`src/sv/sual_pkg.sv`:
```
package sual_pkg;

  // table sizes
  localparam int NUM_DOFS      = 1024;
  localparam int NUM_EQUATIONS = 1024;
  localparam int NUM_SLOTS     = 8192;

  // address and data widths; PTR_W and VAL_W are fixed, the rest are derived
  localparam int DOF_W  = $clog2(NUM_DOFS);
  localparam int EQ_W   = $clog2(NUM_EQUATIONS);
  localparam int CS_W   = $clog2(NUM_EQUATIONS + 1);
  localparam int SLOT_W = $clog2(NUM_SLOTS);
  localparam int ROW_W  = EQ_W + 1;
  localparam int PTR_W  = 15;
  localparam int VAL_W  = 32;

  // action codes
  typedef enum logic [2:0] {
    ACT_MAP_DOF    = 3'd0,
    ACT_COL_START  = 3'd1,
    ACT_SLOT_ROW   = 3'd2,
    ACT_WRITE_SLOT = 3'd3,
    ACT_ACCUM      = 3'd4,
    ACT_READ_SLOT  = 3'd5
  } action_t;

  // result status codes
  localparam logic [1:0] ST_DONE   = 2'd0;
  localparam logic [1:0] ST_CONSTR = 2'd1;
  localparam logic [1:0] ST_LOWER  = 2'd2;
  localparam logic [1:0] ST_NO_ROW = 2'd3;

  // sequencer states
  typedef enum logic [7:0] {
    S_IDLE   = 8'b0000_0001,
    S_EQ     = 8'b0000_0010,
    S_COL    = 8'b0000_0100,
    S_SROW   = 8'b0000_1000,
    S_SCMP   = 8'b0001_0000,
    S_ADD_RE = 8'b0010_0000,
    S_ADD_IM = 8'b0100_0000,
    S_RD     = 8'b1000_0000
  } state_t;

endpackage

```
`src/sv/sual_sat_add.sv`:
```
module sual_sat_add (
  input  logic signed [sual_pkg::VAL_W-1:0] a,
  input  logic signed [sual_pkg::VAL_W-1:0] b,
  output logic signed [sual_pkg::VAL_W-1:0] sum,
  output logic                              clip
);

  logic signed [sual_pkg::VAL_W:0] wide;

  // one extra bit catches overflow
  assign wide = {a[sual_pkg::VAL_W-1], a} + {b[sual_pkg::VAL_W-1], b};

  // clamp to the signed limits
  always_comb begin
    clip = (wide[sual_pkg::VAL_W] != wide[sual_pkg::VAL_W-1]);
    if (!clip) begin
      sum = wide[sual_pkg::VAL_W-1:0];
    end else if (wide[sual_pkg::VAL_W]) begin
      sum = {1'b1, {(sual_pkg::VAL_W-1){1'b0}}};
    end else begin
      sum = {1'b0, {(sual_pkg::VAL_W-1){1'b1}}};
    end
  end

endmodule

```
`config.mk`:
```
export PLATFORM = sky130hd
export DESIGN_NAME = sual_sat_add
export DESIGN_NICKNAME = d
export VERILOG_FILES = /design/src/sv/sual_pkg.sv /design/src/sv/sual_sat_add.sv
export SDC_FILE = /design/constraint.sdc
export NUM_CORES = 1
export LEC_CHECK = 0
export BUFFER_PORTS_ARGS = -buffer_cell sky130_fd_sc_hd__buf_2
export CORE_ASPECT_RATIO = 0.6
export CORE_UTILIZATION = 46
export DETAILED_ROUTE_END_ITERATION = 8
export MAX_ROUTING_LAYER = met4
export PLACE_DENSITY = 0.88
export SLEW_MARGIN = 20
export SYNTH_ARGS = -nofsm -noshare
export SYNTH_HDL_FRONTEND = slang
export SYNTH_SLANG_ARGS = --single-unit
```
`constraint.sdc`:
```
create_clock -name vclk -period 2.7
set_clock_uncertainty 0.2 [all_clocks]
set_input_delay 0.27 -clock vclk [all_inputs]
set_output_delay 0.27 -clock vclk [all_outputs]
set_load 0.01 [all_outputs]
```
==> impl_metrics.toml, run 1 <==
[synth]
synthCells = 287
ys_types = 57
synth.avg_cell_area_um2 = 7.420
synth_warnings = 0
ys_seq_area_share_pct = 0
synth.cell_area_um2 = 2130
syn-num-nets = 384

[setup_path]
cp-start-kind = "input port"
startpoint = "b[0]"
critPathBufInv = 5
cp.arrival_ns = 2.97
crit_chain = "buf_6 -> ha_4 -> fa_2 -> a211oi_2 -> o21ai_2 -> o211ai_1 -> a21o_1 -> a21o_1 -> and3_4 -> nor2_4 -> inv_2 -> a311oi_4 -> buf_6 -> buf_12 -> a31o_1 -> buf_2"
path_class = "input port to primary output"
cp_top_family = "compound AO/OA/AOI/OAI gates"
required_ns = 2.23
crit_fanout = 8
end_kind = "primary output"
cpMaxStageDelayCell = "fa_2"
slowest_delay_ns = 0.37

[routing]
post_drt_wl_per_cell_um = 22.74
drt_iter0_drc = 467
num_vias = 3705
drt_wl_total_mm = 12.42
drc = 0
ant_nets = 0
first_pass_iters = 6
via_per_inst = 6.786

[floorplanning]
initial_core_util_pct = 49.77
die_w_um = 89.84
ioPinCount = 97
die_area_um2 = 4915
die_y_um = 54.71
rows = 18
core_area_um2 = 4279

[finish]
syn_to_final_growth_pct = 80.90
design_area_um2 = 3852
regArea_um2 = 0
final_nets = 584
fin_cells = 546
nFillCells = 185
drive_gt1_share_pct = 53.20
numSequentialCells = 0
nClkBuffers = 0

[min_path]
worstHoldStart = "a[0]"
hold_class = "input port to primary output"

[global_routing]
grt_pass1_wl_mm = 15.71
gr-usage-all-layers_pct = 41.68
grt-ovfl-total = 0
grt_pass1_vias = 3264
grt_max_degree = 14
antenna_found_initial = 1

[timing]
fin_crit_ns = 3.439
grt_setup_unrepaired = "yes"
worstMarginPinSlew_ns = 0.4891
clock.fmax_mhz = 290.8
slew_headroom_pct = 67.05
finalSetupViolations = 33
final-hold-violation-count = 0
period_share_pct = 127.4
maxSlewViolCount = 0
layout_setup_ws_ns = -0.7391

[run_status]
violations = "setup timing"
status = "complete, but fails checks"

[place]
placed_area_um2 = 3496
numPortBuffers = 97
gp_congestion = 0.9862
post-place-cells = 531
hpwl_mm = 7.238

[job]
maxCapViolations = 0

[clock_tree]
cts_hold_buf = 0
[synthesized netlist by cell type (2+ instances only)]
cell,number,area share (%)
a41oi_1,2,0.82
o21bai_1,4,1.4
buf_6,3,1.6
a31o_1,2,0.82
nor3_1,5,1.2
xnor2_1,16,6.6
ha_1,32,19
o31ai_1,3,1.1
buf_2,3,0.70
xor2_1,11,4.5
a21oi_1,30,7.1
o21a_1,6,2.1
nand4_1,3,0.88
nand2b_1,4,1.2
nand2_1,22,3.9
nor2_1,18,3.2
a211oi_2,2,1.2
o21ai_1,3,0.70
o211ai_1,5,1.8
and2_1,2,0.59
inv_2,2,0.35
a21oi_2,2,0.82
a2111oi_0,2,0.82
inv_1,5,0.88
o21ai_0,11,2.6
a31oi_1,2,0.59
a211oi_1,2,0.70
a21o_1,44,16
nand3_1,9,2.1
a211o_1,3,1.2
buf_4,3,1.1
[cells by family after synthesis]
group                      share of synthesized area, %
AOI/OAI and AO/OA                                 46.42
muxes                                             1.058
xor gates and xnor gates                          11.10
and+or+nand+nor                                   16.27
adders and majority gates                         20.21
buffers and inverters                             4.935
[per-stage QoR]
step | utilization [%] | worst slack (ns) | setup TNS (ns) | hold slack [ns]
floorplan | - | -0.08138 | -1.611 | 0.5887
global route | 90.03 | -0.7431 | -22.15 | 0.7508
finish | 90.03 | -0.7391 | -21.63 | 0.7357
detailed placement | 81.70 | -0.5681 | -16.96 | 0.7718
CTS | 84.91 | -0.4981 | -14.30 | 0.7408
global placement | 81.70 | -0.4816 | -14.34 | 0.7736
[cell type report]
type	count	area [µm²]	share of cell area [%]
antenna	1	2.502	0.06496
inverter	8	30.03	0.7795
multi-input combinational	269	2302	59.76
tap	60	75.07	1.949
timing repair buffer	208	1443	37.45
[tightest hold or removal path, cell delays in order]
cell,delay (ns)
buf_6,0.07
ha_4,0.11
o21a_1,0.10
buf_2,0.11
[repair_timing]
action / 4_1_cts / 5_1_grt
pin swaps: 13 / 10
endpoints found under the setup margin: 33 / 33
cloned: 1 / 0
resized for setup: 19 / 32
setup buffers: 8 / 6
[layout by cell type (no fill, tap or decap), types with 3 or more instances in the layout]
cell and count:
buf_4 102, buf_2 88, a21o_1 44, a21oi_1 25, nand2_1 20, ha_1 20, xnor2_1 16, nor2_1 15
buf_6 15, xor2_1 11, ha_4 10, nand3_1 9, o21ai_0 9, o21a_1 6, o211ai_1 5, a21oi_2 5
inv_1 5, nor3_1 4, nand2b_1 4, o21bai_1 3, o21ai_1 3, nor2_4 3, o21ai_2 3, nand4_1 3
o31ai_1 3, a211o_1 3
[routing by layer]
metal	wire length (µm)	track usage (%)
met1	4450	48.78
met2	5152	71.03
met3	1724	6.667
met4	1090	24.04
met5	0	-
[final timing paths]
check / cells after the start / endpoint
worst max-delay path: 16 / sum[29]
worst min-delay path: 4 / sum[0]
==> inputs of run 2 (changes only) <==
--- a/config.mk
+++ b/config.mk
@@ -6,11 +6,12 @@
 export NUM_CORES = 1
 export LEC_CHECK = 0
 export BUFFER_PORTS_ARGS = -buffer_cell sky130_fd_sc_hd__buf_2
-export CORE_ASPECT_RATIO = 0.6
+export CORE_ASPECT_RATIO = 0.8
 export CORE_UTILIZATION = 46
 export DETAILED_ROUTE_END_ITERATION = 8
 export MAX_ROUTING_LAYER = met4
 export PLACE_DENSITY = 0.88
+export RECOVER_POWER = 25
 export SLEW_MARGIN = 20
 export SYNTH_ARGS = -nofsm -noshare
 export SYNTH_HDL_FRONTEND = slang
==> run 2 against run 1 <==
  * The run still ends with setup timing left
  * Non-clock buffer count up 4
  * Flip-flop and latch count unchanged
  * Critical path depth down 3
  * Core utilization up 1.1 points
  * Setup slack worse by 0.059 ns
  * Worst hold slack better by 0.033 ns
  * Global-route usage down 3.4 points
  * First-iteration DRC count up 9.2%
  * Count of clock-buffer cells in the layout unchanged
  * Cell area up 1.9%
  * Via count down 1.4%
  * Critical path type unchanged
==> impl_metrics.toml, run 2 (same netlist as run 1, synthesis figures left out) <==
[setup_path]
cpMaxStageDelayCell = "o21ai_0"
slowest_delay_ns = 0.50
path_class = "input port to primary output"
cp.arrival_ns = 3.03
endpoint = "sum[10]"
startpoint = "a[22]"
crit_chain = "buf_2 -> ha_1 -> nand2_1 -> o21ai_0 -> nand2_1 -> o21ai_1 -> o21bai_2 -> buf_4 -> a311oi_4 -> buf_12 -> clkbuf_16 -> a21o_1 -> buf_2"
end_kind = "primary output"
cp-start-kind = "input port"
crit_fanout = 7
required_ns = 2.23

[global_routing]
grt_max_degree = 19
grt_pass1_vias = 3270
grt_pass1_wl_mm = 14.99
antenna_found_initial = 0
grt-ovfl-total = 0
gr-usage-all-layers_pct = 38.29

[timing]
clock.fmax_mhz = 285.9
finalSetupViolations = 33
fin_setup_tns_ns = -23.95
final-hold-violation-count = 0
layout_setup_ws_ns = -0.7982
maxSlewViolCount = 0
fin_crit_ns = 3.498
slew_headroom_pct = 62.98
grt_setup_unrepaired = "yes"
worstMarginPinSlew_ns = 0.5495
period_share_pct = 129.6

[place]
gp_congestion = 0.9982
hpwl_mm = 6.809
place_ws_ns = -0.6555
numPortBuffers = 97

[finish]
drive_gt1_share_pct = 53.17
final_nets = 588
regArea_um2 = 0
final_cell_mix = "buf_4 (101), buf_2 (90), a21o_1 (44)"
nClkBuffers = 0
insertedDiodeCount = 0
syn_to_final_growth_pct = 84.43
final_common_cell = "buf_4"
final_util_pct = 91.14
numSequentialCells = 0
nFillCells = 177

[run_status]
status = "complete, but fails checks"
violations = "setup timing"

[floorplanning]
ioPinCount = 97
die_area_um2 = 4907
initial_core_util_pct = 49.42
core_area_um2 = 4309
die_y_um = 62.86
rows = 21
die_w_um = 78.07

[routing]
via_per_inst = 6.689
num_vias = 3652
first_pass_iters = 7
post_drt_wl_per_cell_um = 21.50
ant_nets = 0
drt_wl_total_mm = 11.74
drt_iter0_drc = 510
drc = 0

[job]
maxCapViolations = 0

[power]
cellLeakagePower_nw = 1.988
power_density_nw_per_um2 = 359.2
irDropWorstVdd_uv = 233.5

[clock_tree]
cts_hold_buf = 0

[min_path]
hold_class = "input port to primary output"
## run 2: changes by cell type in the layout (fill, tap and decap cells not counted), sizes merged
cell / previous run / this run
diode: 1 / 0
buf: 208 / 210
clkbuf: 0 / 2
## run 2: final cells by class
type / instances / area, µm² / share of cell area [%]
Inverter: 8 / 30.03 / 0.7646
Tap cell: 57 / 71.32 / 1.816
Timing Repair Buffer: 212 / 1528 / 38.90
Multi-Input combinational cell: 269 / 2298 / 58.52
## run 2: routing by layer
layer | wire length [µm] | vias up | track usage, %
li1 | - | 1498 | -
met1 | 4057 | 1600 | 45.12
met2 | 5013 | 392 | 65.79
met3 | 1435 | 162 | 5.109
met4 | 1233 | 0 | 14.58
met5 | 0 | - | -
## run 2: report_power, final
group / internal, mW / leakage [nW] / switching (mW) / total, mW
registers: 0 / 0 / 0 / 0
clock network: 0 / 0 / 0 / 0
logic: 0.714 / 1.99 / 0.696 / 1.41
total: 0.714 / 1.99 / 0.696 / 1.41
## run 2: worst min path at each step
stage          start  endpoint  slack, ns  cells past startpoint
2_1_floorplan   b[0]    sum[0]       0.59                      2
4_1_cts         b[0]    sum[0]       0.75                      4
6_report        b[0]    sum[0]       0.77                      4
3_3_place_gp    b[0]    sum[0]       0.77                      4
5_1_grt         b[0]    sum[0]       0.78                      4
3_5_place_dp    b[0]    sum[0]       0.78                      4
## run 2: what timing repair did
action,in CTS,in global routing
pin swaps,13,15
endpoints found under the setup margin,33,33
resized for setup,27,19
cloned,1,2
setup buffers,9,7
## run 2: per-stage QoR
step                      instances  power (mW)  hold slack (ns)  area, µm²
after floorplan                 287      0.6515           0.5887       2252
after global placement          529       1.089           0.7694       3500
after detailed placement        529       1.130           0.7789       3500
after CTS                       538       1.230           0.7505       3744
after global routing            546       1.469           0.7756       3928
final                           546       1.411           0.7689       3928
## run 2: worst max-delay path, delay by kind of cell
kind,cells,cell delay (ns)
compound gates,5,1.37
fa+ha+maj,1,0.34
buf+inv,5,0.76
simple gates,2,0.28
No activity file was read; power rests on OpenSTA's default activity.
==> inputs of run 3 (changes only) <==
--- a/config.mk
+++ b/config.mk
@@ -12,6 +12,7 @@
 export MAX_ROUTING_LAYER = met4
 export PLACE_DENSITY = 0.88
 export RECOVER_POWER = 25
+export REMOVE_ABC_BUFFERS = 1
 export SLEW_MARGIN = 20
 export SYNTH_ARGS = -nofsm -noshare
 export SYNTH_HDL_FRONTEND = slang
==> run 3 against run 2 <==
  * The flow now stops in 5_1_grt
  * Synthesized cell count is the same
  * Area after synthesis did not move
==> impl_metrics.toml, run 3 <==
[clock_tree]
cts_hold_buf = 0

[synth]
yosysTopAreaCellShare_pct = 18.80
ys_types = 57
yosys.area_share.simple_pct = 16.27
synthAdderAreaFrac_pct = 20.21
synth.avg_cell_area_um2 = 7.420
synth_top_family_by_area = "compound AO/OA/AOI/OAI gates"
synth_warnings = 0
synth-xor-area-share_pct = 11.10
synthCells = 287
yosysMostFrequentCell = "a21o_1"
synthTopCellsByArea = "ha_1 (19%), a21o_1 (16%), a21oi_1 (7.1%), xnor2_1 (6.6%), xor2_1 (4.5%)"
synth_largest_area_cell = "ha_1"
synthTopCellsByCount = "a21o_1 (44), ha_1 (32), a21oi_1 (30)"
synthMuxAreaShare_pct = 1.058
synth_compound_area_share_pct = 46.42
synth.cell_area_um2 = 2130
ys_seq_area_share_pct = 0

[run_status]
lastStage = "5_1_grt"
tool.error = "[ERROR GRT-0232] Routing congestion too high. Check the congestion heatmap in the GUI."
status = "did not finish"

[floorplanning]
die_w_um = 78.07
initial_core_util_pct = 49.42
ioPinCount = 97
rows = 21
die_y_um = 62.86

[global_routing]
gr-usage-all-layers_pct = 76.33
grt-ovfl-total = 9
grt_max_degree = 16

[timing]
worst_path_end_type = "output port"
grt-worst-endpoint = "sum[23]"

[place]
numPortBuffers = 97
place_ws_ns = -0.7546
placed_area_um2 = 3392
hpwl_mm = 6.953
post-place-cells = 535
gp_congestion = 0.9263
[run 3: cell counts after synthesis]
No cell type changed its count.
[run 3: through the flow]
stage / setup TNS, ns / utilization [%]
after detailed placement: -23.00 / 78.72
after floorplan: -15.68 / -
after global placement: -14.80 / 78.72
after CTS: -15.13 / 90.19
[run 3: cell families after synthesis]
| kind of cell | count (synthesis) |
|---|---|
| AOI/OAI and AO/OA | 136 |
| adders and majority gates | 34 |
| and+or+nand+nor | 71 |
| buffers and inverters | 18 |
| muxes | 1 |
| xor gates and xnor gates | 27 |
[run 3: repair_timing]
action	in CTS
gates resized for setup	53
buffers inserted	21
endpoints found under the setup margin	33
pin swaps	36
cloned	2
endpoints found under the hold margin	0
[run 3: metal layers]
metal  GRT usage, %  GRT overflow
met1          75.09             0
met2          93.20             6
met3          54.16             0
met4          79.17             3
met5              -             -
==> inputs of run 4 (changes only) <==
--- a/config.mk
+++ b/config.mk
@@ -6,11 +6,9 @@
 export NUM_CORES = 1
 export LEC_CHECK = 0
 export BUFFER_PORTS_ARGS = -buffer_cell sky130_fd_sc_hd__buf_2
-export CORE_ASPECT_RATIO = 0.8
-export CORE_UTILIZATION = 46
+export CORE_UTILIZATION = 40
 export DETAILED_ROUTE_END_ITERATION = 8
-export MAX_ROUTING_LAYER = met4
-export PLACE_DENSITY = 0.88
+export PLACE_DENSITY_LB_ADDON = 0.15
 export RECOVER_POWER = 25
 export REMOVE_ABC_BUFFERS = 1
 export SLEW_MARGIN = 20
==> constraint.sdc (replaced) <==
create_clock -name vclk -period 3.5
set_clock_uncertainty 0.2 [all_clocks]
set_input_delay 0.35 -clock vclk [all_inputs]
set_output_delay 0.35 -clock vclk [all_outputs]
set_load 0.01 [all_outputs]
==> run 4 against run 3 <==
  * The run now ends clean
==> impl_metrics.toml, run 4 (same netlist as run 1, synthesis figures left out) <==
[run_status]
status = "completed"

[routing]
via_per_inst = 5.354
num_vias = 2447
drt_wl_total_mm = 5.748
ant_nets = 0
post_drt_wl_per_cell_um = 12.58
first_pass_iters = 4
drt_iter0_drc = 105
drc = 0

[timing]
fin_crit_ns = 3.348
final-hold-violation-count = 0
grt_setup_unrepaired = "no"
finalSetupViolations = 0
fin_setup_tns_ns = 0
maxSlewViolCount = 0
period_share_pct = 95.66
clock.fmax_mhz = 298.7
whs_ns = 0.9053
worstMarginPinSlew_ns = 0.4063
slew_headroom_pct = 72.62

[finish]
drive_gt1_share_pct = 34.37
numSequentialCells = 0
regArea_um2 = 0
design_area_um2 = 2801
syn_to_final_growth_pct = 31.55
final_cell_mix = "buf_2 (97), a21o_1 (44), ha_1 (32)"
final_util_pct = 54.85
insertedDiodeCount = 0
nClkBuffers = 0
final_nets = 486
fin_cells = 457
nFillCells = 539
final_common_cell = "buf_2"

[floorplanning]
die_w_um = 74.97
rows = 26
ioPinCount = 97
core_area_um2 = 5107
initial_core_util_pct = 41.70
die_y_um = 74.97
die_area_um2 = 5620

[global_routing]
antenna_found_initial = 0
grt-ovfl-total = 0
grt_pass1_vias = 2051
grt_max_degree = 31
gr-usage-all-layers_pct = 19.36
grt_pass1_wl_mm = 8.859

[setup_path]
slowest_delay_ns = 0.41
path_class = "input port to primary output"
cp_common_cell = "a21o_1"
cp.arrival_ns = 2.80
cp-start-kind = "input port"
end_kind = "primary output"
cpMaxStageDelayCell = "a2111oi_0"
crit_chain = "buf_2 -> ha_1 -> a2111oi_0 -> o21ai_1 -> a41oi_2 -> a21o_1 -> a21o_1 -> and3_4 -> nor2_4 -> inv_2 -> a311oi_4 -> clkbuf_16 -> a21o_1 -> buf_2"
crit_fanout = 15
required_ns = 2.95

[power]
irDropWorstVdd_uv = 160.0
cellLeakagePower_nw = 1.436
power_density_nw_per_um2 = 256.0

[place]
gp_congestion = 0.8119
numPortBuffers = 97
hpwl_mm = 4.624
placed_area_um2 = 2735
post-place-cells = 455

[clock_tree]
cts_hold_buf = 0

[min_path]
hold_class = "input port to primary output"

[job]
maxCapViolations = 0
run 4: report_power, final:
group          switching [mW]  internal (mW)  total, mW  leakage (nW)
sequential                  0              0          0             0
clock                       0              0          0             0
combinational           0.374          0.343      0.717          1.44
run 4: final cells by class:
| cell class | count | area (µm²) | share of cell area [%] |
|---|---|---|---|
| tap | 70 | 87.58 | 3.126 |
| multi-input combinational | 269 | 2058 | 73.47 |
| inverter | 8 | 30.03 | 1.072 |
| timing repair buffer | 110 | 625.6 | 22.33 |
run 4: per-stage QoR:
stage               worst slack, ns  power (mW)
floorplan                   0.05224      0.4647
global placement             0.1090      0.6954
detailed placement          0.05238      0.6948
CTS                         0.05052      0.7004
global route                0.02051      0.7926
finish                       0.1520      0.7171
run 4: routing by layer:
metal / vias up / global-route usage [%] / share of wire [%]
li1: 1296 / - / -
met1: 1095 / 27.00 / 48
met2: 56 / 35.44 / 48
met3: 0 / 0.2677 / 3.9
met4: 0 / 0 / 0
met5: - / 0 / 0
run 4: path summary, 6_finish.rpt:
path,from,end,cells after the start
worst min-delay path,b[0],sum[0],4
worst max-delay path,a[11],sum[6],14
run 4: repair_timing:
action	in CTS	in global routing
endpoints found under the setup margin	0	30
buffers inserted	0	1
gates resized for setup	0	7
run 4: worst max-delay path: cells and delay by family:
kind	cells	cell delay (ns)
adders and majority gates	1	0.37
AOI/OAI and AO/OA	7	1.28
and+or+nand+nor	2	0.25
buffers and inverters	4	0.52
